<file path="config.mk">
export PLATFORM = sky130hd
export DESIGN_NAME = vr2d_prescale
export DESIGN_NICKNAME = d
export VERILOG_FILES = /design/src/hw/rtl/assert_macros.svh /design/src/hw/rtl/vr2d_pkg.sv /design/src/hw/rtl/vr2d_prescale.sv
export SDC_FILE = /design/constraint.sdc
export NUM_CORES = 2
export LEC_CHECK = 0
export BUFFER_PORTS_ARGS = -buffer_cell sky130_fd_sc_hd__buf_2
export CAP_MARGIN = 25
export CORE_UTILIZATION = 35
export DETAILED_ROUTE_END_ITERATION = 7
export PLACE_DENSITY = 0.58
export REMOVE_ABC_BUFFERS = 1
export SYNTH_ARGS = -nofsm -noshare
export SYNTH_HDL_FRONTEND = slang
export SYNTH_SLANG_ARGS = --single-unit
</file>
<file path="constraint.sdc">
create_clock -name i_clk -period 9.3 [get_ports i_clk]
set_input_delay 1.395 -clock i_clk [delete_from_list [all_inputs] [get_ports i_clk]]
set_output_delay 1.395 -clock i_clk [all_outputs]
set_load 0.01 [all_outputs]
</file>
<file path="src/hw/rtl/assert_macros.svh">
// Assertion macros used by the top-level RTL file of the vector rotation block.
`ifndef ASSERT_MACROS_SVH
`define ASSERT_MACROS_SVH

`ifndef SYNTHESIS
`define VR_ASSERT_IMP(lbl, clk, rstn, ante, cons) \
    lbl: assert property (@(posedge clk) disable iff (!rstn) (ante) |-> (cons)) \
        else $error("assertion failed");
`define VR_ASSERT_NEXT(lbl, clk, rstn, ante, cons) \
    lbl: assert property (@(posedge clk) disable iff (!rstn) (ante) |=> (cons)) \
        else $error("assertion failed");
`else
`define VR_ASSERT_IMP(lbl, clk, rstn, ante, cons)
`define VR_ASSERT_NEXT(lbl, clk, rstn, ante, cons)
`endif

`endif

</file>
<file path="src/hw/rtl/vr2d_pkg.sv">
// Package with types, constants and tables of the vector rotation block.
`default_nettype none
package vr2d_pkg;

    localparam int DATA_WIDTH_DEF = 32;
    localparam int ITERATIONS_DEF = 16;
    localparam int ATAN_LEN       = 24;
    localparam int XY_W           = 32;
    localparam int ANGLE_W        = 16;
    localparam int ZW             = 32;
    localparam int PROD_W         = 65;
    localparam int XY_MAX         = 2147483647;
    localparam int XY_MIN         = -2147483647 - 1;

    localparam logic [31:0]        GAIN_Q32     = 32'd2608131496;
    localparam logic [ANGLE_W-1:0] QUARTER_OFS  = 16'h2000;
    localparam logic signed [14:0] RESIDUAL_OFS = 15'sd8192;

    typedef enum logic [1:0] {
        QUAD_0   = 2'd0,
        QUAD_90  = 2'd1,
        QUAD_180 = 2'd2,
        QUAD_270 = 2'd3
    } t_quad;

    function automatic int guard_bits(input int dw);
        int g;
        if (dw < 16) begin
            g = 0;
        end else begin
            g = (dw - 16) >> 1;
        end
        if (g > 16) begin
            g = 16;
        end
        return g;
    endfunction

    function automatic int rot_count(input int n);
        int c;
        c = n;
        if (c > ATAN_LEN) begin
            c = ATAN_LEN;
        end
        if (c < 0) begin
            c = 0;
        end
        return c;
    endfunction

    function automatic logic [ZW-1:0] atan_entry(input int i);
        logic [ZW-1:0] v;
        case (i)
            0:       v = 32'h20000000;
            1:       v = 32'h12E4051E;
            2:       v = 32'h09FB385B;
            3:       v = 32'h051111D4;
            4:       v = 32'h028B0D43;
            5:       v = 32'h0145D7E1;
            6:       v = 32'h00A2F61E;
            7:       v = 32'h00517C55;
            8:       v = 32'h0028BE53;
            9:       v = 32'h00145F2F;
            10:      v = 32'h000A2F98;
            11:      v = 32'h000517CC;
            12:      v = 32'h00028BE6;
            13:      v = 32'h000145F3;
            14:      v = 32'h0000A2F9;
            15:      v = 32'h0000517C;
            16:      v = 32'h000028BE;
            17:      v = 32'h0000145F;
            18:      v = 32'h00000A2F;
            19:      v = 32'h00000517;
            20:      v = 32'h0000028B;
            21:      v = 32'h00000145;
            22:      v = 32'h000000A2;
            23:      v = 32'h00000051;
            default: v = '0;
        endcase
        return v;
    endfunction

endpackage
`default_nettype wire

</file>
<file path="src/hw/rtl/vr2d_prescale.sv">
// Gain prescale, rounding and quarter-turn pre-rotation of the vector; splits off the residual angle.
`default_nettype none
module vr2d_prescale #(
    parameter int GUARD = vr2d_pkg::guard_bits(vr2d_pkg::DATA_WIDTH_DEF),
    parameter int IW    = vr2d_pkg::XY_W + 3 + GUARD
) (
    input  wire logic                              i_clk,
    input  wire logic                              i_rst_n,
    input  wire logic                              i_valid,
    output logic                                   o_ready,
    input  wire logic signed [vr2d_pkg::XY_W-1:0]  i_x,
    input  wire logic signed [vr2d_pkg::XY_W-1:0]  i_y,
    input  wire logic [vr2d_pkg::ANGLE_W-1:0]      i_angle,
    output logic                                   o_valid,
    input  wire logic                              i_ready,
    output logic signed [IW-1:0]                   o_x,
    output logic signed [IW-1:0]                   o_y,
    output logic signed [vr2d_pkg::ZW-1:0]         o_z
);
    import vr2d_pkg::*;

    localparam int SH = XY_W - GUARD;
    localparam logic signed [PROD_W-1:0] P_RND = PROD_W'(65'sd1 <<< (SH - 1));

    logic                     r_va, r_vb, r_vc;
    logic                     w_rdy_a, w_rdy_b, w_rdy_c;
    logic signed [PROD_W-1:0] r_px, r_py;
    logic signed [PROD_W-1:0] n_px, n_py;
    t_quad                    r_qa, r_qb;
    logic signed [ZW-1:0]     r_za, r_zb, r_zc;
    logic signed [ZW-1:0]     n_z;
    logic signed [IW-1:0]     r_xb, r_yb, r_xc, r_yc;
    logic signed [IW-1:0]     n_xb, n_yb, n_xc, n_yc;
    logic signed [PROD_W-1:0] w_sx, w_sy, w_hx, w_hy;
    logic signed [32:0]       w_gain;
    logic [ANGLE_W-1:0]       w_a;
    logic signed [14:0]       w_res;

    assign w_rdy_c = !r_vc || i_ready;
    assign w_rdy_b = !r_vb || w_rdy_c;
    assign w_rdy_a = !r_va || w_rdy_b;
    assign o_ready = w_rdy_a;
    assign o_valid = r_vc;

    assign w_gain = $signed({1'b0, GAIN_Q32});
    assign n_px   = i_x * w_gain;
    assign n_py   = i_y * w_gain;
    assign w_a    = i_angle + QUARTER_OFS;
    assign w_res  = $signed({1'b0, w_a[13:0]}) - RESIDUAL_OFS;
    assign n_z    = {w_res[14], w_res, 16'h0000};

    assign w_sx = r_px + P_RND;
    assign w_sy = r_py + P_RND;
    assign w_hx = w_sx >>> SH;
    assign w_hy = w_sy >>> SH;
    assign n_xb = w_hx[IW-1:0];
    assign n_yb = w_hy[IW-1:0];

    always_comb begin
        case (r_qb)
            QUAD_90: begin
                n_xc = -r_yb;
                n_yc = r_xb;
            end
            QUAD_180: begin
                n_xc = -r_xb;
                n_yc = -r_yb;
            end
            QUAD_270: begin
                n_xc = r_yb;
                n_yc = -r_xb;
            end
            default: begin
                n_xc = r_xb;
                n_yc = r_yb;
            end
        endcase
    end

    always_ff @(posedge i_clk) begin
        if (!i_rst_n) begin
            r_va <= 1'b0;
            r_vb <= 1'b0;
            r_vc <= 1'b0;
        end else begin
            if (w_rdy_a) begin
                r_va <= i_valid;
            end
            if (w_rdy_b) begin
                r_vb <= r_va;
            end
            if (w_rdy_c) begin
                r_vc <= r_vb;
            end
        end
    end

    always_ff @(posedge i_clk) begin
        if (w_rdy_a && i_valid) begin
            r_px <= n_px;
            r_py <= n_py;
            r_qa <= t_quad'(w_a[15:14]);
            r_za <= n_z;
        end
        if (w_rdy_b && r_va) begin
            r_xb <= n_xb;
            r_yb <= n_yb;
            r_qb <= r_qa;
            r_zb <= r_za;
        end
        if (w_rdy_c && r_vb) begin
            r_xc <= n_xc;
            r_yc <= n_yc;
            r_zc <= r_zb;
        end
    end

    assign o_x = r_xc;
    assign o_y = r_yc;
    assign o_z = r_zc;

endmodule
`default_nettype wire

</file>
[Word-level counts from Yosys, hierarchy flattened]
Index checks and enable logic that the tools add are counted.
Storage, ports and cells
  input bits: 84
  output and inout port bits: 120
  register bits after elaboration: 344
Cells by class
  multiply operators: 2
  equal/unequal tests: 3
  add/sub/neg operators: 6
  multiplexer cells: 2
  reduce and logical (&&, ||, !) cells: 9
Operators by type and width (number)
  43-bit case mux with 3 select lines: 2
  65-bit by 25-bit adder with 65-bit output, second input constant: 2
  32-bit by 30-bit multiplier with 62-bit output, second input constant: 2
  41-bit negation with 43-bit output: 2
  16-bit by 14-bit adder with 16-bit output, second input constant: 1
  14-bit by 14-bit subtractor with 15-bit output, second input constant: 1
  2-bit == test, second input constant: 2
  1-bit logical AND: 3
  1-bit zero test: 3
  1-bit logical OR: 3
  2-bit by 1-bit == test with 1-bit output, second input constant: 1

[Depth between registers and ports, before layout]
  depth after elaboration: 5
  gate-level depth with buffers: 29
  gate-level depth less buffers: 28

[Least setup slack after synthesis]
No wires, ideal clock.
  path kind: input-to-reg
  from: input i_ready
  to: register r_qb[0] (enable)
  arrival: 8.587 ns
  required time: 8.596 ns
  cell stages on the path: 2
  slack: 0.008 ns
  path buffers: 0
  cells stage by stage: nor2b_1 > a21boi_0
On the way
  cells in the longest elaborated chain, start to end: 3
Ends and longest elaborated chain
  start, declared: line vr2d_prescale.sv:15  | input wire logic i_ready,
  1-bit logical OR: line vr2d_prescale.sv:39  | assign w_rdy_c = !r_vc || i_ready;
  1-bit logical OR: line vr2d_prescale.sv:40  | assign w_rdy_b = !r_vb || w_rdy_c;
  1-bit logical AND: line vr2d_prescale.sv:105  | if (w_rdy_b && r_va) begin
  end signal, assigned: line vr2d_prescale.sv:108  | r_qb <= r_qa;
  end, declared: line vr2d_prescale.sv:29  | t_quad r_qa, r_qb;
No other way between the ends.
A chain may end at the register's enable or synchronous reset.

[Final worst setup path]
  from: input i_x[8] in the netlist's numbering
  to: register r_px[64] (data pin)
On the way
  cells in the longest elaborated chain, start to end: 1
Ends and longest elaborated chain
  start, declared: line vr2d_prescale.sv:11  | input wire logic signed [vr2d_pkg::XY_W-1:0] i_x,
  32-bit by 30-bit multiplier with 62-bit output: line vr2d_prescale.sv:46  | assign n_px = i_x * w_gain;
  named net n_px[64]: line vr2d_prescale.sv:28  | logic signed [PROD_W-1:0] n_px, n_py;
  end signal, assigned: line vr2d_prescale.sv:100  | r_px <= n_px;
  end, declared: line vr2d_prescale.sv:27  | logic signed [PROD_W-1:0] r_px, r_py;
The timed path passes the listed nets, and every way through them passes these cells.

==> reports/results.txt <==
DRT antenna net count: 0
Initial Utilization: 0.3530
R2R depth: 13
Clock Sinks: 301
synthesized area per cell: 10.54 µm²
Slowest-stage cell, CP: fa_1
area of the multi-input gates: 0.03834 mm²
Max-Cap Viols: 0
headroom to the max-slew limit: 0.3842
Placer Congestion: 0.9625
Yosys warning total: 0
Synth async-reset ratio: 0
via count: 35100
GR Overflow Total: 0
WHS: 409.5 ps
fin nets: 6789
Crit path buffers/inverters: 3
clock latency at the later pin of the worst-skew pair: 550 ps
final setup vio count: 0
CP Capture Type: register
Tcrit/Tclk final: 0.9196
# hold bufs at CTS: 0
Die X: 388.4 µm
clock root cell: clkbuf_16
drt first pass iters: 7
Area Overhead vs Synth: 8.252%
hold wc startpoint: r_qa[1]$_DFFE_PP_
Rows: 141
most frequent cells in the layout: 1191 x inv_1, 847 x fa_1, 744 x ha_1, 298 x edfxtp_1, 230 x a21oi_1
CTS Buffer Depth: 3
Die Ht: 388.4 µm
crit path launch type: input port
post-detail-place hpwl: 135.4 mm
number of synthesized flops with an enable pin: 298
Reg area: 0.009009 mm²
post-cts resize count: 0
clk slew on worst S/H paths: 60 ps
unique cell type count in the Yosys netlist: 82
f_max: 116.9 MHz
critical path required time: 9590 ps
Worst Hold Class: register to register
CTS buffer count: 35
Synth Instances: 4955
commonest non-fill, non-tap cell in the layout: inv_1
Final Skew: 15.68 ps
Final Hold Fails: 0
outcome: completed
post-layout util: 0.3821
setup_tns: 0 ps
CP max FO: 8
Final min period: 8553 ps
WL/cell: 21.46 µm
worst-margin pin slew: 923.7 ps
drt total wl: 151.7 mm
predominant post-synthesis flop cell: edfxtp_1
die area: 0.1508 mm²
register area share after synthesis: 0.1724
Remaining DRCs: 0
RSZ-0062 raised after global routing: false
gr usage total: 0.2010
Fill cells: 14650
# port buffers: 187
share of cells above drive strength 1: 0.06891
Hold Path End: r_qb[1]$_DFFE_PP_
core area: 0.1480 mm²
CP dominant cell by count: fa_1
io pins: 204
Synth Cell Area: 0.05225 mm²
worst r2r src: r_xb[0]$_DFFE_PP_
CP Class: input port to register
Worst path max stage delay: 550 ps
worst hold stages: 0
number of global-route vias before repair: 37080
H-tree Lvls: 2
vias per cell: 4.966
crit path DAT: 8840 ps
CP delay by family, top: adder cells
initial antenna violation count: 4
largest net degree at the start of global routing: 202
Seq cells post-synth: 301
worst r2r dst: o_x[30]$_DFFE_PP_
crit path from: i_x[8]
CTS tree: yes
first-pass GRT wire length: 229.6 mm
Worst R2R Setup Slack: 5000 ps
final max-slew violation count: 0
Initial DRC Count: 2116
Post CTS Setup Buffer Count: 0
==> per-layer routing <==
layer / global-route usage / wire length [µm] / up-vias
met5: 0 / 0 / -
met3: 0.01629 / 6286 / 129
met1: 0.2763 / 67700 / 17890
li1: - / - / 16260
met2: 0.3450 / 74290 / 819
met4: 0.04190 / 3401 / 0
==> Yosys cell counts (all sizes together), types with 26 or more instances <==
cell	n	area, µm²
inv	1192	4474
fa	847	16960
ha	744	9309
edfxtp	298	8949
a21oi	230	1151
xnor2	193	1690
nand2	180	675.7
xor2	180	1577
nor2	153	593.1
o21ai	113	565.5
a21o	104	780.8
clkbuf	77	289.0
nand3	61	317.8
mux4	43	968.4
nor3	39	200.2
nor2b	37	231.5
or3	37	241.5
buf	36	224.0
and3	29	181.4
mux2i	26	260.3
nand4	26	162.7
==> worst register-to-register path, stage by stage (launching register included) <==
cell and delay [ps]:
edfxtp_1 460, inv_1 110, ha_1 230, nand2b_4 70, or3_1 370, or3_4 390, or3_1 460, or4_4 540
or2_2 390, o31ai_2 240, mux2i_1 110, nor2_1 120, a21oi_1 60, nor3_1 490
==> stage by stage <==
step	setup slack, ps	std cells	cell area, µm²
2_1_floorplan	8.221	4857	51790
3_3_place_gp	367.7	7006	55430
3_5_place_dp	241.9	7007	55450
4_1_cts	785.1	7067	56560
5_1_grt	378.3	7068	56560
6_report	747.4	7068	56560
==> registers in the layout (all words and copies together) (netlist names), 41 cells and up <==
signal  flops
o_x        43
o_y        43
r_px       42
r_py       42
r_xb       41
r_yb       41
==> worst max path at each step <==
stage,end,slack (ps),cells after the start
floorplan,r_qb[0]$_DFFE_PP_,8,2
detailed placement,r_px[64]$_DFFE_PP_,240,26
global placement,r_px[57]$_DFFE_PP_,370,26
finish,r_px[64]$_DFFE_PP_,750,26
CTS,r_px[64]$_DFFE_PP_,790,26
global route,r_py[63]$_DFFE_PP_,380,28
==> cell type report <==
cell class,count,share of cell area
flip-flops and latches,301,0.1593
well taps,1930,0.04270
clock buffers,44,0.01608
clock inverters,16,0.003495
diodes,1,0.00004424
repair buffers,220,0.02137
inverters,1193,0.07920
multi-input cells,3363,0.6778
==> cell families after synthesis <==
group / Yosys count / share of synthesized area
muxes: 77 / 0.02524
adders and majority gates: 1591 / 0.5027
xor gates and xnor gates: 373 / 0.06253
buffers and inverters: 1306 / 0.09553
DFF: 301 / 0.1724
other: 1 / 0.00007177
and+or+nand+nor: 652 / 0.06183
AOI/OAI and AO/OA: 654 / 0.07967
Power is not shown: default switching activity piles up to over one toggle a cycle in this logic, so the estimate is an artifact.
