**config.mk**
```make
export PLATFORM = sky130hd
export DESIGN_NAME = vr2d_finish
export DESIGN_NICKNAME = d
export VERILOG_FILES = /design/src/hw/rtl/assert_macros.svh /design/src/hw/rtl/vr2d_pkg.sv /design/src/hw/rtl/vr2d_finish.sv
export SDC_FILE = /design/constraint.sdc
export NUM_CORES = 1
export LEC_CHECK = 0
export BUFFER_PORTS_ARGS = -buffer_cell sky130_fd_sc_hd__buf_2
export CAP_MARGIN = 20
export CORE_ASPECT_RATIO = 1.1
export CORE_MARGIN = 5
export CORE_UTILIZATION = 38
export CTS_CLUSTER_DIAMETER = 40
export CTS_CLUSTER_SIZE = 30
export DETAILED_ROUTE_END_ITERATION = 6
export MAX_ROUTING_LAYER = met4
export PLACE_DENSITY = 0.65
export REMOVE_ABC_BUFFERS = 1
export SYNTH_ARGS = -nofsm -noshare
export SYNTH_HDL_FRONTEND = slang
export SYNTH_SLANG_ARGS = --single-unit
```
**constraint.sdc**
```tcl
create_clock -name i_clk -period 3.94 [get_ports i_clk]
set_clock_uncertainty 0.1 [all_clocks]
set_input_delay 0.197 -clock i_clk [delete_from_list [all_inputs] [get_ports i_clk]]
set_output_delay 0.197 -clock i_clk [all_outputs]
set_load 0.02 [all_outputs]
```
**src/hw/rtl/assert_macros.svh**
```systemverilog
// Assertion macros used by the top-level RTL file of the vector rotation block.
`ifndef ASSERT_MACROS_SVH
`define ASSERT_MACROS_SVH

`ifndef SYNTHESIS
`define VR_ASSERT_IMP(lbl, clk, rstn, ante, cons) \
    lbl: assert property (@(posedge clk) disable iff (!rstn) (ante) |-> (cons)) \
        else $error("assertion failed");
`define VR_ASSERT_NEXT(lbl, clk, rstn, ante, cons) \
    lbl: assert property (@(posedge clk) disable iff (!rstn) (ante) |=> (cons)) \
        else $error("assertion failed");
`else
`define VR_ASSERT_IMP(lbl, clk, rstn, ante, cons)
`define VR_ASSERT_NEXT(lbl, clk, rstn, ante, cons)
`endif

`endif

```
**src/hw/rtl/vr2d_pkg.sv**
```systemverilog
// Package with types, constants and tables of the vector rotation block.
`default_nettype none
package vr2d_pkg;

    localparam int DATA_WIDTH_DEF = 32;
    localparam int ITERATIONS_DEF = 16;
    localparam int ATAN_LEN       = 24;
    localparam int XY_W           = 32;
    localparam int ANGLE_W        = 16;
    localparam int ZW             = 32;
    localparam int PROD_W         = 65;
    localparam int XY_MAX         = 2147483647;
    localparam int XY_MIN         = -2147483647 - 1;

    localparam logic [31:0]        GAIN_Q32     = 32'd2608131496;
    localparam logic [ANGLE_W-1:0] QUARTER_OFS  = 16'h2000;
    localparam logic signed [14:0] RESIDUAL_OFS = 15'sd8192;

    typedef enum logic [1:0] {
        QUAD_0   = 2'd0,
        QUAD_90  = 2'd1,
        QUAD_180 = 2'd2,
        QUAD_270 = 2'd3
    } t_quad;

    function automatic int guard_bits(input int dw);
        int g;
        if (dw < 16) begin
            g = 0;
        end else begin
            g = (dw - 16) >> 1;
        end
        if (g > 16) begin
            g = 16;
        end
        return g;
    endfunction

    function automatic int rot_count(input int n);
        int c;
        c = n;
        if (c > ATAN_LEN) begin
            c = ATAN_LEN;
        end
        if (c < 0) begin
            c = 0;
        end
        return c;
    endfunction

    function automatic logic [ZW-1:0] atan_entry(input int i);
        logic [ZW-1:0] v;
        case (i)
            0:       v = 32'h20000000;
            1:       v = 32'h12E4051E;
            2:       v = 32'h09FB385B;
            3:       v = 32'h051111D4;
            4:       v = 32'h028B0D43;
            5:       v = 32'h0145D7E1;
            6:       v = 32'h00A2F61E;
            7:       v = 32'h00517C55;
            8:       v = 32'h0028BE53;
            9:       v = 32'h00145F2F;
            10:      v = 32'h000A2F98;
            11:      v = 32'h000517CC;
            12:      v = 32'h00028BE6;
            13:      v = 32'h000145F3;
            14:      v = 32'h0000A2F9;
            15:      v = 32'h0000517C;
            16:      v = 32'h000028BE;
            17:      v = 32'h0000145F;
            18:      v = 32'h00000A2F;
            19:      v = 32'h00000517;
            20:      v = 32'h0000028B;
            21:      v = 32'h00000145;
            22:      v = 32'h000000A2;
            23:      v = 32'h00000051;
            default: v = '0;
        endcase
        return v;
    endfunction

endpackage
`default_nettype wire

```
**src/hw/rtl/vr2d_finish.sv**
```systemverilog
// Output stage: drop guard bits with rounding, saturate, hold the result.
`default_nettype none
module vr2d_finish #(
    parameter int GUARD = vr2d_pkg::guard_bits(vr2d_pkg::DATA_WIDTH_DEF),
    parameter int IW    = vr2d_pkg::XY_W + 3 + GUARD
) (
    input  wire logic                              i_clk,
    input  wire logic                              i_rst_n,
    input  wire logic                              i_valid,
    output logic                                   o_ready,
    input  wire logic signed [IW-1:0]              i_x,
    input  wire logic signed [IW-1:0]              i_y,
    output logic                                   o_valid,
    input  wire logic                              i_ready,
    output logic signed [vr2d_pkg::XY_W-1:0]       o_x,
    output logic signed [vr2d_pkg::XY_W-1:0]       o_y
);
    import vr2d_pkg::*;

    localparam int RND_I = (GUARD > 0) ? (1 << (GUARD - 1)) : 0;
    localparam logic signed [IW:0] P_RND = (IW + 1)'(RND_I);
    localparam logic signed [IW:0] P_MAX = (IW + 1)'(XY_MAX);
    localparam logic signed [IW:0] P_MIN = (IW + 1)'(XY_MIN);
    localparam logic [XY_W-1:0]    SAT_HI = {1'b0, {(XY_W - 1){1'b1}}};
    localparam logic [XY_W-1:0]    SAT_LO = {1'b1, {(XY_W - 1){1'b0}}};

    logic                   r_valid;
    logic                   w_rdy;
    logic signed [IW:0]     w_sx, w_sy, w_rx, w_ry;
    logic signed [XY_W-1:0] r_x, r_y, n_x, n_y;

    assign w_rdy   = !r_valid || i_ready;
    assign o_ready = w_rdy;
    assign o_valid = r_valid;

    assign w_sx = (IW + 1)'(i_x) + P_RND;
    assign w_sy = (IW + 1)'(i_y) + P_RND;
    assign w_rx = w_sx >>> GUARD;
    assign w_ry = w_sy >>> GUARD;

    always_comb begin
        if (w_rx > P_MAX) begin
            n_x = SAT_HI;
        end else if (w_rx < P_MIN) begin
            n_x = SAT_LO;
        end else begin
            n_x = w_rx[XY_W-1:0];
        end
        if (w_ry > P_MAX) begin
            n_y = SAT_HI;
        end else if (w_ry < P_MIN) begin
            n_y = SAT_LO;
        end else begin
            n_y = w_ry[XY_W-1:0];
        end
    end

    always_ff @(posedge i_clk) begin
        if (!i_rst_n) begin
            r_valid <= 1'b0;
        end else if (w_rdy) begin
            r_valid <= i_valid;
        end
    end

    always_ff @(posedge i_clk) begin
        if (w_rdy && i_valid) begin
            r_x <= n_x;
            r_y <= n_y;
        end
    end

    assign o_x = r_x;
    assign o_y = r_y;

endmodule
`default_nettype wire

```
Yosys cells after proc, flatten, opt, wreduce, memory -nomap -nowiden
Index checks and enable logic that the tools add are counted.
{"block": "classes", "muxes": 2, "add_sub_neg": 2, "n_reduce_logical": 3, "magnitude_cmp": 4}
{"cell": "$add A43 B9 Y44 const B", "count": 2}
{"cell": "$gt A36 B32 Y1 const B", "count": 2}
{"cell": "$lt A36 B32 Y1 const B", "count": 2}
{"cell": "$mux W32", "count": 2}
{"cell": "$logic_and A1 B1 Y1", "count": 1}
{"cell": "$logic_not A1 Y1", "count": 1}
{"cell": "$logic_or A1 B1 Y1", "count": 1}
{"block": "word_totals", "output_inout_bits": 66, "wordCells": 14, "regBits": 65, "inputBits": 90}

Depth between registers and ports, before layout
Gate-level depths: netlist of the first run.
{"block": "logic_depth", "word_depth": 3, "ltp_mapped": 8, "ltp_nobuf": 7}

Worst setup path after synthesis of the first run
No wires, ideal clock.
{"block": "synth_path", "kind": "reg2reg", "from": "reg r_valid (netlist: o_valid)", "to": "reg r_x[0] (netlist: o_x[0]), enable pin", "t_arrival_ps": 2160, "synth_period_minus_slack_ps": 2688, "setup_slack_ps": 1252, "stages_incl_launch_ff": 3, "required_ps": 3411, "n_path_buf": 0, "setup_time_ps": 429, "path_cell_list": "dfxtp_1 nand2b_1 and2_1"}
{"block": "synth_via", "elab_chain_len": 3}
{"item": "start, declared", "line_no": "vr2d_finish.sv:27", "text": "logic r_valid;"}
{"item": "start signal, assigned", "line_no": "vr2d_finish.sv:62", "text": "r_valid <= i_valid;"}
{"item": "$logic_not A1 Y1", "line_no": "vr2d_finish.sv:32", "text": "assign w_rdy = !r_valid || i_ready;"}
{"item": "$logic_or A1 B1 Y1", "line_no": "vr2d_finish.sv:32"}
{"item": "named net o_ready", "line_no": "vr2d_finish.sv:10", "text": "output logic o_ready,"}
{"item": "$logic_and A1 B1 Y1", "line_no": "vr2d_finish.sv:67", "text": "if (w_rdy && i_valid) begin"}
{"item": "end signal, assigned", "line_no": "vr2d_finish.sv:68", "text": "r_x <= n_x;"}
{"item": "end, declared", "line_no": "vr2d_finish.sv:30", "text": "logic signed [XY_W-1:0] r_x, r_y, n_x, n_y;"}
The timed path passes the listed nets, and every way through them passes these cells.
A chain may end at the register's enable or synchronous reset.

Final worst setup path of the first run
{"block": "layout_path", "from": "in i_y[7]", "to": "reg r_y[20] (netlist: o_y[20]) (data pin)"}
{"block": "layout_via", "elab_chain_len": 3, "elab_cells_between_ends": 4, "cone_classes": "add/sub: 1; order compare: 2; mux: 1"}
{"item": "start, declared", "line_no": "vr2d_finish.sv:12", "text": "input wire logic signed [IW-1:0] i_y,"}
{"item": "$add A43 B9 Y44 *", "line_no": "vr2d_finish.sv:37", "text": "assign w_sy = (IW + 1)'(i_y) + P_RND;"}
{"item": "$lt A36 B32 Y1", "line_no": "vr2d_finish.sv:51", "text": "end else if (w_ry < P_MIN) begin"}
{"item": "$mux W32", "line_no": "vr2d_finish.sv:51"}
{"item": "end signal, assigned", "line_no": "vr2d_finish.sv:69", "text": "r_y <= n_y;"}
{"item": "end, declared", "line_no": "vr2d_finish.sv:30"}
Every way passes the cells marked *; elsewhere a longest branch is shown, timed or not.

==> run metrics, run 1 <==
Max-Cap Viols 0; clock sink count 65; min-delay src i_y[42]; DRT iter0 DRCs 108; first-pass GRT wire length 15400 um; post-cts gate resize count 0; r2r setup slk 1.88 ns; Worst-path clk slew 0.06 ns; Worst path top cell family by delay simple AND/OR/NAND/NOR gates; WL/cell 15.2 um; FP Rows 38; Netlist cell types 43; leak pwr 1.84 nW; CTS Buffer Depth 2; Critical Path AT 2.69 ns; share of total power in combinational logic 19.5%; worst r2r dst o_x[4]; slew of the pin with the lowest slew margin 0.801 ns; CP Class input pin to register; Congestion Overflow GR 0; status completed; Flop pwr share 49.4%; Hold Slack 0.114 ns; setup violation total in the final timing report 0; VDD IR max 0.134 mV; all-layer global routing usage 16.2%; Period minus WS final 2.74 ns; worst skew pair latency 0.33 ns; hpwl dp 7530 um; total wire length 9550 um; Mean Syn Cell Area 10.7 um^2; FF+latch count, synth 65; Max FO, Critical Path 22; ys async rst share 0%; setup TNS 0 ns; Setup crit end kind register; input/output buffers 141; # Post-CTS Setup Buffers 0; IO Pins 156; Critical Path RT 3.89 ns; worst min-delay path class input pin to register; Root Buffer clkbuf_8; Clk pwr share 31.1%; Synth Cell Area 3810 um^2; Peak Freq 365 MHz; CP max-delay cell or4b_4; Bufs and invs on worst path 2; total power 1.69 mW; RSZ-0062 raised after global routing false; die area 12100 um^2; largest net degree at the start of global routing 35; Post-synth EDFFs 64; Routed Antenna Nets 0; Remaining DRCs 0; Syn Inst Count 355; P_sw 0.466 mW; Final Max Slew Viols 0; final hold viol count 0; Int Pwr 1.23 mW; WP depth 9; Die Span Y 115 um; register area share after synthesis 51.0%; PD cells 348 nW/um^2; slowest stage delay, CP 0.53 ns; core area 9840 um^2; TritonCTS clock tree yes; initial antenna violation count 0; CTS Hold Buffers Added 2; Nets 596; GPL Wtd Cong 0.895; start point of the critical path i_y[7]; FF-to-FF path depth 3; startpoint types input pin; total CTS buffers 9; cell chain of the critical path buf_2, ha_1, nand3_1, nor4_4, nand3_2, or4b_4, a21oi_4, buf_4, a21oi_1; Setup crit end o_y[20]; Vias 3330; Ys Warns 0; worst r2r src o_valid; Synth-to-Final Area Change 27.9%; H-tree depth 3; share of layout cells above drive strength 1 36.8%; drt pass-1 iters 4; Initial Util 38.7%; vias per cell 5.30; sw frac 27.5%; Synth Flop Type edfxtp_1; slew margin rel. 46.6%; vias in the first global route 3296; diodes inserted 0; Die X 105 um; final period utilization 69.5%
==> registers in the layout (all words and copies together), names as in the netlist <==
register,cells
o_y,32
o_valid,1
o_x,32
==> metrics by stage <==
step           instance area [um^2]  utilization [%]  cells  worst slack, ns
5_1_grt                        4870             49.5    628            0.992
3_5_place_dp                   4670             47.5    611            0.834
4_1_cts                        4870             49.5    628             1.20
3_3_place_gp                   4670             47.5    611            0.901
2_1_floorplan                  3730                -    343            0.728
6_report                       4870             49.5    628             1.20
==> how the worst min path moves through the flow <==
stage / end / slack [ns] / cells after the start
5_1_grt: o_y[31] / 0.09 / 2
6_report: o_y[31] / 0.11 / 2
4_1_cts: o_y[31] / 0.09 / 2
2_1_floorplan: o_valid / 0.24 / 2
3_5_place_dp: o_valid / 0.36 / 2
3_3_place_gp: o_valid / 0.35 / 2
==> layout by cell type (no fill, tap or decap), types with 3 or more instances in the layout <==
cell      count
a21oi_1      45
a21oi_2       6
and2_1        3
and3_1       13
and4_1        3
buf_2       141
buf_4         6
clkbuf_8      9
clkinv_2      3
edfxtp_1     64
inv_1         5
nand2_1      23
nand2b_1      4
nand3_1      32
nand4_1      14
nor2_1       16
nor3_1        5
nor4_1        6
o21ai_1      10
o21ai_2       4
or2_2         3
xnor2_1      18
xor2_1       40
==> power by group through the flow <==
stage	Clock, mW	Sequential [mW]	Combinational (mW)
after CTS	0.544	0.839	0.333
after global routing	0.579	0.842	0.360
after floorplan	0	0.921	0.114
after detailed placement	0	0.853	0.331
final	0.527	0.838	0.331
after global placement	0	0.853	0.326
==> synthesized netlist by cell type, drive strengths merged (2+ instances only) <==
cell / number / area, um^2
and2: 4 / 25.0
o31ai: 2 / 15.0
or2: 3 / 18.8
buf: 12 / 78.8
and4: 3 / 26.3
a31oi: 3 / 18.8
and3: 13 / 81.3
or4b: 2 / 23.8
or4: 2 / 15.0
nand3: 33 / 170
nor4: 8 / 71.3
o21ai: 16 / 95.1
nor2: 17 / 66.3
ha: 2 / 25.0
nor3: 6 / 35.0
xor2: 40 / 350
nand2: 23 / 86.3
inv: 5 / 18.8
xnor2: 18 / 158
nand2b: 4 / 25.0
edfxtp: 64 / 1920
nand4: 16 / 121
a21oi: 52 / 294
==> final cells by class <==
type | instances | area (um^2)
Sequential cell | 65 | 1940
Clock inverter | 4 | 45.0
Fill cell | 915 | 4970
Clock buffer | 11 | 131
Timing Repair Buffer | 150 | 791
Multi-Input combinational cell | 273 | 1790
Inverter | 5 | 18.8
Tap cell | 120 | 150
==> kinds of logic after synthesis <==
group,share of synthesized area [%]
AND/OR/NAND/NOR,20.6
AO/OA/AOI/OAI,11.9
flip-flops,51.0
XOR/XNOR,13.3
buffers and inverters,2.56
adder cells (fa/ha/maj),0.657
==> metal layers <==
layer | vias up | share of wire [%] | global-route usage [%]
li1 | 1627 | - | -
met1 | 1560 | 42 | 18.7
met2 | 134 | 49 | 27.4
met3 | 9 | 7.5 | 5.33
met4 | 0 | 0.86 | 4.20
met5 | - | 0 | -
(Power assumes the default switching activity.)
==> inputs of run 2 (changes only) <==
PLACE_DENSITY = 0.68   (was 0.65)
clock period = 2.4 ns   (was 3.94 ns; I/O delays follow)
==> run 2 against run 1 <==
Effect of this change:
- final cell count increased by 2.9%
- sequential power grew 63%
- highest routed layer unchanged
- worst hold slack worse by 0.050 ns
- critical path depth did not move
- count of clock-buffer cells in the layout is 2 higher
- sequential share of layout area shrank 1.5 points
- register-to-register slack worse by 0.82 ns
- die area did not move
- cell area rose by 4.0%
- setup slack worse by 0.92 ns
==> run metrics, run 2 (synthesis gave the netlist of run 1 again) <==
status completed; setup violation total in the final timing report 0; IO Pins 156; PD cells 566 nW/um^2; worst skew pair latency 0.33 ns; vias in the first global route 3385; WL/cell 15.2 um; # Post-CTS Setup Buffers 0; slew margin rel. 62.1%; initial antenna violation count 0; Remaining DRCs 0; vias per cell 5.14; Setup crit end kind register; Worst-path clk slew 0.07 ns; final hold viol count 0; TritonCTS clock tree yes; largest net degree at the start of global routing 65; slew of the pin with the lowest slew margin 0.563 ns; CTS Buffer Depth 2; cell chain of the critical path buf_2, ha_1, nand3_1, nor4_1, and2_1, a21oi_1, nor4_4, buf_12, a21oi_1; H-tree depth 3; Die Span Y 115 um; CP max-delay cell nor4_1; final period utilization 88.1%; Clk pwr share 32.1%; core area 9840 um^2; Nets 613; Routed Antenna Nets 0; VDD IR max 0.240 mV; Vias 3320; commonest non-fill, non-tap cell in the layout buf_2; Final Max Slew Viols 0; Root Buffer clkbuf_8; Critical Path AT 2.10 ns; Core Util, Final 51.4%; startpoint types input pin; total CTS buffers 9; r2r setup slk 1.06 ns; input/output buffers 141; commonest non-fill, non-tap cells in the layout buf_2 (141), edfxtp_1 (64), a21oi_1 (45); clock sink count 65; all-layer global routing usage 17.1%; Flop pwr share 47.9%; diodes inserted 0; Die X 105 um; DRT iter0 DRCs 100; share of layout cells above drive strength 1 38.6%; leak pwr 1.94 nW; total power 2.86 mW; Congestion Overflow GR 0; Synth-to-Final Area Change 32.9%; sw frac 27.4%; FP Rows 38; share of total power in combinational logic 20.0%; Int Pwr 2.08 mW; worst min-delay path class input pin to register; Peak Freq 473 MHz; RSZ-0062 raised after global routing false; Initial Util 38.7%; first-pass GRT wire length 16000 um; Period minus WS final 2.11 ns; P_sw 0.786 mW; Hold Slack 0.0635 ns; die area 12100 um^2; hpwl dp 7600 um; CP Class input pin to register; slowest stage delay, CP 0.49 ns; GPL Wtd Cong 0.848; Crit path top cell by count a21oi_1; drt pass-1 iters 4; Critical Path RT 2.39 ns; total wire length 9840 um; Max FO, Critical Path 27; Max-Cap Viols 0
[run 2: final timing paths]
check,startpoint,to,cells past startpoint
max reg2reg,o_valid,o_x[14],3
min reg2reg,o_valid,o_x[3],3
min,i_x[42],o_x[31],2
max,i_x[7],o_x[11],9
[run 2: metal layers]
layer  vias up  GRT usage [%]  share of wire, %
met5         -              -                 0
met2       121           29.0                49
met3         8           5.39               7.7
met4         0           5.77               1.1
met1      1530           19.3                42
li1       1661              -                 -
[run 2: layout make-up]
cell class              count  area (um^2)
fillers                   887         4780
flip-flops and latches     65         1940
multi-input cells         273         1790
repair buffers            167          971
well taps                 120          150
clock buffers              13          149
clock inverters             3         40.0
inverters                   5         18.8
[run 2: repair_timing]
action                                  4_1_cts  5_1_grt
endpoints found under the setup margin        0        0
endpoints found under the hold margin         2        0
hold buffers                                  3        0
gates resized for setup                       0        0
[run 2: power by group through the flow]
stage | combinational [mW] | sequential [mW] | clock, mW
detailed placement | 0.572 | 1.40 | 0
global route | 0.623 | 1.38 | 1.01
floorplan | 0.187 | 1.51 | 0
CTS | 0.578 | 1.37 | 0.956
finish | 0.574 | 1.37 | 0.918
global placement | 0.565 | 1.40 | 0
[run 2: critical path, delay by kind of cell]
kind	cells	cell delay, ns
compound gates	2	0.21
buf+inv	2	0.32
fa+ha+maj	1	0.19
simple gates	4	1.26
[run 2: per-stage QoR]
step | setup TNS, ns | instances | cell area, um^2 | setup slack (ns)
detailed placement | -0.0165 | 627 | 4840 | -0.0110
global route | 0 | 646 | 5060 | 0.145
CTS | 0 | 646 | 5060 | 0.328
finish | 0 | 646 | 5060 | 0.285
floorplan | -55.35 | 343 | 3730 | -0.735
global placement | 0 | 627 | 4840 | 0.0359
