$ cat config.mk
export PLATFORM = sky130hd
export DESIGN_NAME = vr2d_micro_rot
export DESIGN_NICKNAME = d
export VERILOG_FILES = /design/src/hw/rtl/assert_macros.svh /design/src/hw/rtl/vr2d_pkg.sv /design/src/hw/rtl/vr2d_micro_rot.sv
export SDC_FILE = /design/constraint.sdc
export NUM_CORES = 1
export LEC_CHECK = 0
export ABC_AREA = 1
export BUFFER_PORTS_ARGS = -buffer_cell sky130_fd_sc_hd__buf_2
export CAP_MARGIN = 25
export CELL_PAD_IN_SITES_DETAIL_PLACEMENT = 2
export CELL_PAD_IN_SITES_GLOBAL_PLACEMENT = 2
export CORE_ASPECT_RATIO = 1.4
export CORE_MARGIN = 5
export CORE_UTILIZATION = 33
export CTS_BUF_LIST = sky130_fd_sc_hd__clkbuf_16
export DETAILED_ROUTE_END_ITERATION = 10
export PLACE_DENSITY_LB_ADDON = 0.12
export SLEW_MARGIN = 10
export SYNTH_ARGS = -nofsm -noshare
export SYNTH_HDL_FRONTEND = slang
export SYNTH_SLANG_ARGS = --single-unit
$ cat constraint.sdc
create_clock -name i_clk -period 13.48 [get_ports i_clk]
set_input_delay 2.696 -clock i_clk [delete_from_list [all_inputs] [get_ports i_clk]]
set_output_delay 2.696 -clock i_clk [all_outputs]
set_load 0.1 [all_outputs]
$ cat src/hw/rtl/assert_macros.svh
// Assertion macros used by the top-level RTL file of the vector rotation block.
`ifndef ASSERT_MACROS_SVH
`define ASSERT_MACROS_SVH

`ifndef SYNTHESIS
`define VR_ASSERT_IMP(lbl, clk, rstn, ante, cons) \
    lbl: assert property (@(posedge clk) disable iff (!rstn) (ante) |-> (cons)) \
        else $error("assertion failed");
`define VR_ASSERT_NEXT(lbl, clk, rstn, ante, cons) \
    lbl: assert property (@(posedge clk) disable iff (!rstn) (ante) |=> (cons)) \
        else $error("assertion failed");
`else
`define VR_ASSERT_IMP(lbl, clk, rstn, ante, cons)
`define VR_ASSERT_NEXT(lbl, clk, rstn, ante, cons)
`endif

`endif

$ cat src/hw/rtl/vr2d_pkg.sv
// Package with types, constants and tables of the vector rotation block.
`default_nettype none
package vr2d_pkg;

    localparam int DATA_WIDTH_DEF = 32;
    localparam int ITERATIONS_DEF = 16;
    localparam int ATAN_LEN       = 24;
    localparam int XY_W           = 32;
    localparam int ANGLE_W        = 16;
    localparam int ZW             = 32;
    localparam int PROD_W         = 65;
    localparam int XY_MAX         = 2147483647;
    localparam int XY_MIN         = -2147483647 - 1;

    localparam logic [31:0]        GAIN_Q32     = 32'd2608131496;
    localparam logic [ANGLE_W-1:0] QUARTER_OFS  = 16'h2000;
    localparam logic signed [14:0] RESIDUAL_OFS = 15'sd8192;

    typedef enum logic [1:0] {
        QUAD_0   = 2'd0,
        QUAD_90  = 2'd1,
        QUAD_180 = 2'd2,
        QUAD_270 = 2'd3
    } t_quad;

    function automatic int guard_bits(input int dw);
        int g;
        if (dw < 16) begin
            g = 0;
        end else begin
            g = (dw - 16) >> 1;
        end
        if (g > 16) begin
            g = 16;
        end
        return g;
    endfunction

    function automatic int rot_count(input int n);
        int c;
        c = n;
        if (c > ATAN_LEN) begin
            c = ATAN_LEN;
        end
        if (c < 0) begin
            c = 0;
        end
        return c;
    endfunction

    function automatic logic [ZW-1:0] atan_entry(input int i);
        logic [ZW-1:0] v;
        case (i)
            0:       v = 32'h20000000;
            1:       v = 32'h12E4051E;
            2:       v = 32'h09FB385B;
            3:       v = 32'h051111D4;
            4:       v = 32'h028B0D43;
            5:       v = 32'h0145D7E1;
            6:       v = 32'h00A2F61E;
            7:       v = 32'h00517C55;
            8:       v = 32'h0028BE53;
            9:       v = 32'h00145F2F;
            10:      v = 32'h000A2F98;
            11:      v = 32'h000517CC;
            12:      v = 32'h00028BE6;
            13:      v = 32'h000145F3;
            14:      v = 32'h0000A2F9;
            15:      v = 32'h0000517C;
            16:      v = 32'h000028BE;
            17:      v = 32'h0000145F;
            18:      v = 32'h00000A2F;
            19:      v = 32'h00000517;
            20:      v = 32'h0000028B;
            21:      v = 32'h00000145;
            22:      v = 32'h000000A2;
            23:      v = 32'h00000051;
            default: v = '0;
        endcase
        return v;
    endfunction

endpackage
`default_nettype wire

$ cat src/hw/rtl/vr2d_micro_rot.sv
// One CORDIC micro-rotation stage with its pipeline register.
`default_nettype none
module vr2d_micro_rot #(
    parameter int IW   = vr2d_pkg::XY_W + 3 + vr2d_pkg::guard_bits(vr2d_pkg::DATA_WIDTH_DEF),
    parameter int STEP = 0
) (
    input  wire logic                              i_clk,
    input  wire logic                              i_rst_n,
    input  wire logic                              i_valid,
    output logic                                   o_ready,
    input  wire logic signed [IW-1:0]              i_x,
    input  wire logic signed [IW-1:0]              i_y,
    input  wire logic signed [vr2d_pkg::ZW-1:0]    i_z,
    output logic                                   o_valid,
    input  wire logic                              i_ready,
    output logic signed [IW-1:0]                   o_x,
    output logic signed [IW-1:0]                   o_y,
    output logic signed [vr2d_pkg::ZW-1:0]         o_z
);
    import vr2d_pkg::*;

    localparam logic signed [ZW-1:0] P_ATAN = $signed(atan_entry(STEP));

    logic                 r_valid;
    logic                 w_rdy;
    logic signed [IW-1:0] r_x, r_y, n_x, n_y;
    logic signed [ZW-1:0] r_z, n_z;
    logic signed [IW-1:0] w_dx, w_dy;

    assign w_rdy   = !r_valid || i_ready;
    assign o_ready = w_rdy;
    assign o_valid = r_valid;

    assign w_dx = i_y >>> STEP;
    assign w_dy = i_x >>> STEP;

    always_comb begin
        if (!i_z[ZW-1]) begin
            n_x = i_x - w_dx;
            n_y = i_y + w_dy;
            n_z = i_z - P_ATAN;
        end else begin
            n_x = i_x + w_dx;
            n_y = i_y - w_dy;
            n_z = i_z + P_ATAN;
        end
    end

    always_ff @(posedge i_clk) begin
        if (!i_rst_n) begin
            r_valid <= 1'b0;
        end else if (w_rdy) begin
            r_valid <= i_valid;
        end
    end

    always_ff @(posedge i_clk) begin
        if (w_rdy && i_valid) begin
            r_x <= n_x;
            r_y <= n_y;
            r_z <= n_z;
        end
    end

    assign o_x = r_x;
    assign o_y = r_y;
    assign o_z = r_z;

endmodule
`default_nettype wire

Word level (Yosys, flattened, before mapping)
Cells that the tools add are included.

Flip-flop bits (word level): 119.

Add/subtract/negate cells: 5. Multiplexer cells: 3. Reduce and logical (&&, ||, !) cells: 3.

Operators by type and width (count): $mux W43 (2); $sub A43 B43 Y43 (2); $add A43 B43 Y43 (1); $add A32 B31 Y32 const B (1); $mux W32 (1); $sub A32 B31 Y32 const B (1); $logic_and A1 B1 Y1 (1); $logic_not A1 Y1 (1); $logic_or A1 B1 Y1 (1).

Longest topological paths before layout
Gate-level depths: netlist (run 1).

Depth after elaboration: 3. Depth in mapped cells: 17. Mapped depth without buffers: 16.

Least setup slack after synthesis (run 1)
No wires, ideal clock.

Path kind: input -> register. From: input i_valid. To: register r_x[0], in the netlist o_x[0] (enable). Library setup time: 0.630 ns. Arrival time: 8.372 ns. Data required time: 12.850 ns. Setup slack: 4.478 ns. Stages: 2. Buffers on the path: 0. Cells stage by stage: inv_1 -> a21oi_1.

Word-level cells in the longest chain between the ends: 1.

Ends and longest elaborated chain: from (decl) (RTL line vr2d_micro_rot.sv:9) `input wire logic i_valid,`; $logic_and A1 B1 Y1 (RTL line vr2d_micro_rot.sv:58) `if (w_rdy && i_valid) begin`; to (signal assigned) (RTL line vr2d_micro_rot.sv:59) `r_x <= n_x;`; to (decl) (RTL line vr2d_micro_rot.sv:26) `logic signed [IW-1:0] r_x, r_y, n_x, n_y;`.

Every way passes these cells. A chain may end at the register's enable or synchronous reset.

Worst setup path in the final report (run 1)
From: input i_ready. To: output o_ready.

Word-level cells in the longest chain between the ends: 1.

Ends and longest elaborated chain: from (decl) (RTL line vr2d_micro_rot.sv:15) `input wire logic i_ready,`; $logic_or A1 B1 Y1 (RTL line vr2d_micro_rot.sv:30) `assign w_rdy = !r_valid || i_ready;`; to (decl) (RTL line vr2d_micro_rot.sv:10) `output logic o_ready,`.

Every way passes these cells.

==> results.tsv, run 1 <==
metric	value	unit
final_layout_size_suffix_gt1_share	15.2	%
cp_data_required_time	10.78	ns
worstPathArrival	3.37	ns
fin_worst_skew	0.00842	ns
startpoint_type	primary input	
layout.cells.most_common	nand2_1	
path_clk_slew	0.07	ns
route.final.wire_length	73200	um
setup.worst_path.end_class	output pin	
worst-setup-path-type	in2out	
worstPathCellList	buf_2 > inv_1 > nand2_1 > buf_2	
clockRootBuffer	clkbuf_16	
boundaryPins	242	
final_nets	2848	
clock_latency	0.46	ns
slowest_stage	buf_2	
synthDominantCellAreaShare	23.9	%
post-route-cell-area	16800	um2
total_leakage_power	9.21	nW
floorplan.die.width	188	um
finalWeightedCongestion	0.960	
layout.area.seq	3530	um2
die_height	260	um
detailed_place_hpwl	62700	um
avgViaCountPerCell	5.16	
instance_area_after_placement	16300	um2
coreArea	44100	um2
cts-root-to-sink-buffers	2	
max_slew.worst_pin.slew	0.885	ns
remaining_drc_errors	0	
grt_pass1_wl	108000	um
synthTopCellsByArea	edfxtp_1, nand2_1, ha_1	
placementRows	91	
family_with_the_most_delay_on_the_worst_path	buffers and inverters	
grt_remaining_overflow	0	
hold_buffers	0	
seq_area_frac_synth	24.0	%
post_cts_resized	0	
power_frac_seq	25.4	%
internal_power	0.887	mW
switching_share	51.6	%
worst_slew_margin_rel	41.0	%
power_frac_comb	48.8	%
pwr_density_cell	109	nW/um2
post_drt_wl_per_cell	23.2	um
ctsHtreeMaxLevel	4	
crit_top_cell	buf_2	
totalNegativeSetupSlack	0	ns
ys_dominant_reg_cell	edfxtp_1	
top_library_cells_by_usage_in_the_layout_fill_and_taps_aside	nand2_1, inv_1, buf_2	
timing.final.crit_period	6.07	ns
instance_count_of_the_mapped_netlist	2374	
portBuffers	241	
timing.hold.worst.class	reg2reg	
max-vdd-ir-drop	0.0910	mV
grt_antenna_before_repair	0	
initialDrtViolationCount	760	
setup_repair_after_global_routing_missed_its_margin	no	
synth_fp_nets	2641	
syn_area	14700	um2
cts_made_buffers	17	
timing.fmax	0.165	GHz
grt_util_all_layers	29.2	%
n_fill_cell	5602	
antenna_violating_nets_post_route	0	
timing.final.setup_violations	0	
cpPeakStageDelay	0.44	ns
area_growth	14.5	%
max_cap_violations	0	
n_antenna_cell	0	
final-hold-violation-count	0	
cts_post_setup_buffers_inserted	0	
initial_utilization	33.4	%
design.die.area	49000	um2
synth_edf_count	117	
route.vias.total	16300	
crit_buf_inv	3	
synth.avg_cell_area	6.20	um2
net-switching-power	0.945	mW
synth_cell_types	41	
maximum_fanout_count_along_the_critical_path	2	
asyncSetResetFlopFracSynth	0	%
detail_route.first_pass.iterations	5	
power_frac_clock	25.7	%
cts_num_sinks	118	
ys.warnings.count	0	
run_status	completed	
period_share	45.0	%
grt_max_degree	62	
timing_max_transition_violations_final	0	
ys_ff_latch	118	
multi_input_area	9150	um2
synth_top_area_cell	edfxtp_1	
grt_pass1_vias	18000	
cts_tree	built	
[worst min-delay path, cell delays in order (launching register included)]
cell and delay (ns):
dfxtp_1 0.35, nand2_1 0.10, a21boi_0 0.08
[final cells by class]
cell class / instances / area share [%]
repair buffers: 247 / 7.43
clock inverters: 15 / 0.906
well taps: 558 / 4.15
flip-flops and latches: 118 / 21.0
inverters: 434 / 9.67
clock buffers: 17 / 2.53
multi-input cells: 1763 / 54.3
[registers in the layout, summed over array words and instances (netlist names)]
register	cells
o_valid	1
o_z	32
o_y	42
o_x	43
[path summary, 6_finish.rpt]
path | from | endpoint | slack (ns) | depth (start not counted)
setup / recovery | i_ready | o_ready | 7.41 | 4
hold / removal | o_valid | o_valid | 0.59 | 2
setup reg to reg | o_valid | o_x[37] | 11.82 | 2
hold reg to reg | o_valid | o_valid | 0.59 | 2
[power by group through the flow]
| stage | registers, mW | clock network, mW | logic, mW |
|---|---|---|---|
| 2_1_floorplan | 0.733 | 0 | 0.378 |
| 3_3_place_gp | 0.470 | 0 | 0.862 |
| 3_5_place_dp | 0.474 | 0 | 0.891 |
| 4_1_cts | 0.467 | 0.485 | 0.897 |
| 5_1_grt | 0.469 | 0.497 | 0.953 |
| 6_report | 0.466 | 0.472 | 0.894 |
[metrics by stage]
stage,util (%),hold WS (ns),power [mW],std cells,setup WS [ns]
floorplan,-,1.70,1.11,2374,4.48
global placement,36.9,0.544,1.33,3120,7.44
detailed placement,36.9,0.587,1.36,3120,7.41
CTS,38.2,0.599,1.85,3152,7.40
global route,38.2,0.630,1.92,3152,7.37
finish,38.2,0.585,1.83,3152,7.41
[cell usage after synthesis (2+ instances only)]
cell      count
mux2i_1       2
edfxtp_1    117
nand4_1      12
nor2_4        2
buf_6        13
a21oi_2      15
inv_2        10
nand2_2      23
nor2_2       43
o21ai_1      10
inv_1       424
nand3_1     207
o22ai_1      14
xor2_1       24
a21oi_1     106
nand3_2       7
and2_1        5
buf_4        20
nand2_1     831
nor2_1      199
fa_1          4
nand3b_1      6
clkbuf_1     11
or2_1         4
o211ai_2      4
o21ai_2       5
o21bai_2      2
o21ai_0      59
o21bai_1     24
nor3_1        6
or2_2         2
buf_2        14
ha_1        141
[layer usage]
metal,vias to the layer above,global-route usage (%),share of wire [%]
li1,7786,-,-
met1,7969,30.9,38
met2,359,57.2,54
met3,136,2.78,2.9
met4,0,14.4,5.4
met5,-,0,0
[cells by family (layout without fill, tap and decap cells)]
kind of cell	count (synthesis)	in the layout	share of synthesized area, %
XOR/XNOR	25	25	1.49
buffers and inverters	493	713	13.9
AND/OR/NAND/NOR	1350	1350	38.4
adder cells (fa/ha/maj)	145	145	12.5
AO/OA/AOI/OAI	241	241	9.56
multiplexers	2	2	0.136
flip-flops	118	118	24.0
Power figures use the tool's default switching activity.
==> run 2, diff against run 1 <==
- CORE_UTILIZATION: 33 -> 31
- clock period: 13.48 -> 6.4 ns (I/O delays scaled with it)
==> run 2 against run 1 <==
Global-route usage fell by 1.2 points. Final cell count rose by 2.2%. Wire length rose by 2.2%. Highest routed layer unchanged. Clock power rose by 110%. Total power rose by 110%. Non-clock buffer count did not move. Largest cell class unchanged. Register-to-register slack got worse by 7.5 ns. Clock skew rose by 0.0065 ns. Largest power group unchanged. First-iteration DRC count fell by 11%. Worst hold slack improved by 0.0056 ns.
==> results.tsv, run 2 (synthesis gave the netlist of run 1 again) <==
metric	value	unit	change
timing.hold.worst_path_depth	2		unchanged
layout.cells.most_common	nand2_1		unchanged
cts_num_sinks	118		unchanged
grt_pass1_wl	111000	um	was 108000 um
worstPathCellList	buf_2 > inv_1 > ha_1 > nand2_1 > nor2_2 > nand2_1 > nor2_1 > nand2_1 > nor2_1 > nor2_1 > nand2_1 > nand2_1 > nand3_1 > nand2_1		was buf_2 > inv_1 > nand2_1 > buf_2
hold_buffers	0		unchanged
maximum_fanout_count_along_the_critical_path	11		was 2
worst-setup-path-type	in2reg		was in2out
endpoint	o_y[35]		was o_ready
detailed_place_hpwl	64700	um	was 62700 um
critical_path_cell_count	14		was 4
timing.final.setup_violations	0		unchanged
initialDrtViolationCount	680		was 760
top_library_cells_by_usage_in_the_layout_fill_and_taps_aside	nand2_1, inv_1, buf_2		unchanged
cpPeakStageDelay	0.63	ns	was 0.44 ns
detail_route.first_pass.iterations	5		unchanged
cts_tree	built		unchanged
timing.rr.end	o_x[19]		was o_x[37]
drt-met1-wl	29300	um	was 27800 um
pre_cts_ws	2.00	ns	was 7.41 ns
worstPathArrival	4.22	ns	was 3.37 ns
setup_ws	2.40	ns	was 7.41 ns
highest_metal_layer_with_signal_wires	met4		unchanged
cts_made_buffers	17		unchanged
ff2ff_path_depth	3		was 2
dr_wl_met3	1990	um	was 2140 um
initial_utilization	31.3	%	was 33.4%
antenna_violating_nets_post_route	0		unchanged
r2r_slack	4.33	ns	was 11.82 ns
fin_worst_skew	0.0150	ns	was 0.00842 ns
cts-root-to-sink-buffers	2		unchanged
timing_max_transition_violations_final	0		unchanged
timing.final.crit_period	4.00	ns	
finalWeightedCongestion	0.960		about the same
total_leakage_power	9.21	nW	about the same
n_fill_cell	5958		was 5602
setup.worst_path.end_class	register		was output pin
family_with_the_most_delay_on_the_worst_path	simple AND/OR/NAND/NOR gates		was buffers and inverters
portBuffers	241		unchanged
floorplan.die.width	194	um	was 188 um
clock_latency	0.48	ns	was 0.46 ns
grt_antenna_before_repair	0		unchanged
slowest_stage	ha_1		was buf_2
grt_max_degree	82		was 62
period_share	62.5	%	
pwr_density_cell	229	nW/um2	was 109 nW/um2
final_nets	2848		unchanged
design.die.area	52000	um2	was 49000 um2
final_core_utilization	36.0	%	was 38.2%
clockRootBuffer	clkbuf_16		unchanged
setup_repair_after_global_routing_missed_its_margin	no		unchanged
startpoint_type	primary input		unchanged
area_growth	15.0	%	was 14.5%
path_clk_slew	0.07	ns	about the same
timing.fmax	0.250	GHz	
cp_data_required_time	6.62	ns	was 10.78 ns
worstSetupStartpoint	i_x[23]		was i_ready
post_cts_resized	0		unchanged
coreArea	47000	um2	was 44100 um2
remaining_drc_errors	0		unchanged
detailed_route_wirelength_on_metal2	40600	um	was 39300 um
crit_top_cell	nand2_1		was buf_2
totalNegativeSetupSlack	0	ns	unchanged
grt_pass1_vias	18000		about the same
avgViaCountPerCell	5.06		was 5.16
placementRows	94		was 91
grt_remaining_overflow	0		unchanged
grt_util_all_layers	28.1	%	was 29.2%
max_cap_violations	0		unchanged
worst_slew_margin_rel	27.9	%	was 41.0%
crit_buf_inv	2		was 3
cts_post_setup_buffers_inserted	0		unchanged
final-hold-violation-count	0		unchanged
boundaryPins	242		unchanged
final_layout_size_suffix_gt1_share	15.2	%	unchanged
run_status	completed		unchanged
ctsHtreeMaxLevel	4		unchanged
max-vdd-ir-drop	0.210	mV	was 0.0910 mV
critical_path.reg2reg.startpoint	o_valid		unchanged
route.vias.total	16300		about the same
die_height	268	um	was 260 um
timing.hold.worst.class	reg2reg		unchanged
max_slew.worst_pin.slew	1.08	ns	was 0.885 ns
fin_worst_hold_slack	0.591	ns	was 0.585 ns
post_drt_wl_per_cell	23.2	um	about the same
largest_register_ff_count	43		unchanged
route.final.wire_length	74800	um	was 73200 um
run 2: cell types whose count changed in the layout (fill, tap and decap cells not counted), sizes merged:
cell / delta
clkinv: -1
clkinvlp: +1
diode: +2
run 2: power breakdown:
part           internal [mW]  switching, mW  leakage [nW]  total [mW]
sequential             0.958         0.0260          1.14       0.984
clock                  0.518          0.487         0.278        1.00
combinational          0.390           1.50          7.78        1.89
run 2: final cells by class:
type / count / area (um2) / share of cell area, %
diodes: 2 / 5.00 / 0.0296
clock buffers: 17 / 425 / 2.51
clock inverters: 15 / 149 / 0.880
inverters: 434 / 1630 / 9.63
multi-input cells: 1763 / 9150 / 54.1
flip-flops and latches: 118 / 3530 / 20.9
well taps: 624 / 781 / 4.61
repair buffers: 247 / 1250 / 7.39
run 2: tightest hold or removal path, cell delays in order (launching register included):
cell and delay, ns:
dfxtp_1 0.35, nand2_1 0.10, a21boi_0 0.09
run 2: how the worst min path moves through the flow:
stage,startpoint,endpoint,slack [ns]
global route,o_valid,o_valid,0.63
CTS,o_valid,o_valid,0.61
floorplan,i_z[0],o_z[0],1.38
global placement,o_valid,o_valid,0.54
detailed placement,o_valid,o_valid,0.59
finish,o_valid,o_valid,0.59
run 2: per-layer routing:
metal / track usage, % / vias to the layer above
met5: 0 / -
met4: 10.9 / 0
met3: 2.65 / 108
met2: 55.4 / 327
met1: 30.8 / 8058
li1: - / 7789
run 2: metrics by stage:
| step | instances | area, um2 | power [mW] |
|---|---|---|---|
| finish | 3220 | 16900 | 3.88 |
| global route | 3218 | 16900 | 4.06 |
| CTS | 3218 | 16900 | 3.91 |
| detailed placement | 3186 | 16300 | 2.89 |
| global placement | 3186 | 16300 | 2.84 |
| floorplan | 2374 | 14700 | 2.34 |
==> run 3, diff against run 2 <==
- clock period: 6.4 -> 3.9 ns (I/O delays scaled with it)
==> run 3 against run 2 <==
Final cell count grew 0.56%. Worst hold slack worse by 0.10 ns. Design area up 1.1%. Largest power group unchanged. Sequential power up 64%. Critical path depth decreased by 4. Die area did not move. Utilization up 0.40 points. Sequential cell count stayed put. Worst setup slack worse by 1.7 ns. Clock-buffer cell count is the same. Critical path type unchanged. Register-to-register slack lost 2.2 ns. Total power is 64% higher.
==> results.tsv, run 3 (synthesis gave the netlist of run 1 again) <==
metric	value	unit	change
run_status	completed		unchanged
power_frac_clock	25.6	%	was 25.9%
net-switching-power	3.28	mW	was 2.01 mW
n_antenna_cell	0		was 2
max-vdd-ir-drop	0.337	mV	was 0.210 mV
detailed_place_hpwl	64200	um	was 64700 um
avgViaCountPerCell	5.04		was 5.06
path_clk_slew	0.08	ns	was 0.07 ns
grt_pass1_wl	109000	um	was 111000 um
p_total	6.37	mW	was 3.88 mW
power_frac_seq	25.3	%	was 25.4%
remaining_drc_errors	0		unchanged
route.final.wire_length	74000	um	was 74800 um
initialDrtViolationCount	665		was 680
design.die.area	52000	um2	unchanged
setup_ws	0.675	ns	was 2.40 ns
startpoint_type	primary input		unchanged
pre_cts_ws	0.288	ns	was 2.00 ns
timing.fmax	0.310	GHz	
cp_data_required_time	4.11	ns	was 6.62 ns
setup_repair_after_global_routing_missed_its_margin	no		unchanged
ctsHtreeMaxLevel	4		unchanged
route.vias.total	16300		about the same
post_layout_nonfiller_instances	3238		was 3220
grt_remaining_overflow	0		unchanged
finalWeightedCongestion	0.947		was 0.960
cts_num_sinks	118		unchanged
max_cap_violations	0		unchanged
post-route-cell-area	17100	um2	was 16900 um2
clockRootBuffer	clkbuf_16		unchanged
area_growth	16.3	%	was 15.0%
timing.hold.worst.class	in2reg		was reg2reg
maximum_fanout_count_along_the_critical_path	5		was 11
initial_utilization	31.3	%	unchanged
totalNegativeSetupSlack	0	ns	unchanged
final_nets	2868		was 2848
r2r_slack	2.14	ns	was 4.33 ns
timing.final.crit_period	3.23	ns	
timing.final.setup_violations	0		unchanged
placed_cells	3206		was 3186
top_library_cells_by_usage_in_the_layout_fill_and_taps_aside	nand2_1, inv_1, buf_2		unchanged
boundaryPins	242		unchanged
max_slew.worst_pin.slew	0.862	ns	was 1.08 ns
grt_max_degree	50		was 82
setup.worst_path.end_class	register		unchanged
floorplan.die.width	194	um	unchanged
switching_share	51.5	%	was 51.9%
worst-setup-path-type	in2reg		unchanged
internal_power	3.09	mW	was 1.87 mW
grt_pass1_vias	18100		was 18000
cts_made_buffers	17		unchanged
clock_latency	0.46	ns	was 0.48 ns
instance_area_after_placement	16500	um2	was 16300 um2
pwr_density_cell	372	nW/um2	was 229 nW/um2
timing_max_transition_violations_final	0		unchanged
fin_worst_skew	0.0122	ns	was 0.0150 ns
grt_util_all_layers	27.7	%	was 28.1%
worst_slew_margin_rel	42.5	%	was 27.9%
final-hold-violation-count	0		unchanged
largest_register_ff_count	43		unchanged
grt_antenna_before_repair	0		unchanged
period_share	82.7	%	
detail_route.first_pass.iterations	5		unchanged
cts-root-to-sink-buffers	2		unchanged
cts_tree	built		unchanged
total_leakage_power	9.32	nW	was 9.21 nW
cts_post_setup_buffers_inserted	0		unchanged
final_layout_size_suffix_gt1_share	15.9	%	was 15.2%
worstPathArrival	3.43	ns	was 4.22 ns
post_drt_wl_per_cell	22.9	um	was 23.2 um
die_height	268	um	unchanged
placementRows	94		unchanged
coreArea	47000	um2	unchanged
antenna_violating_nets_post_route	0		unchanged
post_cts_resized	0		unchanged
power_frac_comb	49.1	%	was 48.7%
layout.cells.most_common	nand2_1		unchanged
portBuffers	241		unchanged
hold_buffers	0		unchanged
-- run 3: changes by cell type in the layout (fill, tap and decap cells not counted) --
cell	before	now
diode_2	2	0
inv_6	5	4
buf_4	6	23
buf_12	0	3
clkinv_8	1	2
-- run 3: worst paths after layout --
path | startpoint | end | cells after the start
hold reg to reg | o_valid | o_valid | 2
setup / recovery | i_x[0] | o_x[14] | 10
hold / removal | i_z[23] | o_z[23] | 1
setup reg to reg | o_valid | o_y[42] | 2
-- run 3: per-layer routing --
layer  wire length, um  global-route usage, %  vias up
li1                  -                      -     7823
met1             28700                   30.0     7974
met2             38900                   53.2      381
met3              2220                   3.21      146
met4              4180                   14.1        0
met5                 0                      0        -
-- run 3: metrics by stage --
stage	util, %	hold slack (ns)
6_report	36.4	0.487
5_1_grt	36.4	0.466
4_1_cts	36.4	0.468
3_5_place_dp	35.1	0.571
3_3_place_gp	35.1	0.527
2_1_floorplan	-	0.879
-- run 3: power by group through the flow --
stage / sequential, mW / combinational [mW] / clock [mW]
floorplan: 2.52 / 1.31 / 0
global placement: 1.63 / 3.05 / 0
detailed placement: 1.64 / 3.12 / 0
CTS: 1.62 / 3.14 / 1.67
global route: 1.62 / 3.34 / 1.72
finish: 1.61 / 3.13 / 1.63
-- run 3: area by class of cell --
class / count / area (um2)
flip-flops and latches: 118 / 3530
repair buffers: 267 / 1440
inverters: 434 / 1630
fillers: 6001 / 29900
clock buffers: 17 / 425
clock inverters: 15 / 156
well taps: 624 / 781
multi-input cells: 1763 / 9150
-- run 3: worst max-delay path: stages --
cell     delay [ns]
buf_2          0.13
inv_1          0.06
ha_1           0.43
fa_1           0.41
inv_1          0.20
a21oi_1        0.61
o21ai_1        0.34
or2_1          0.29
nand3_1        0.07
o21ai_1        0.09
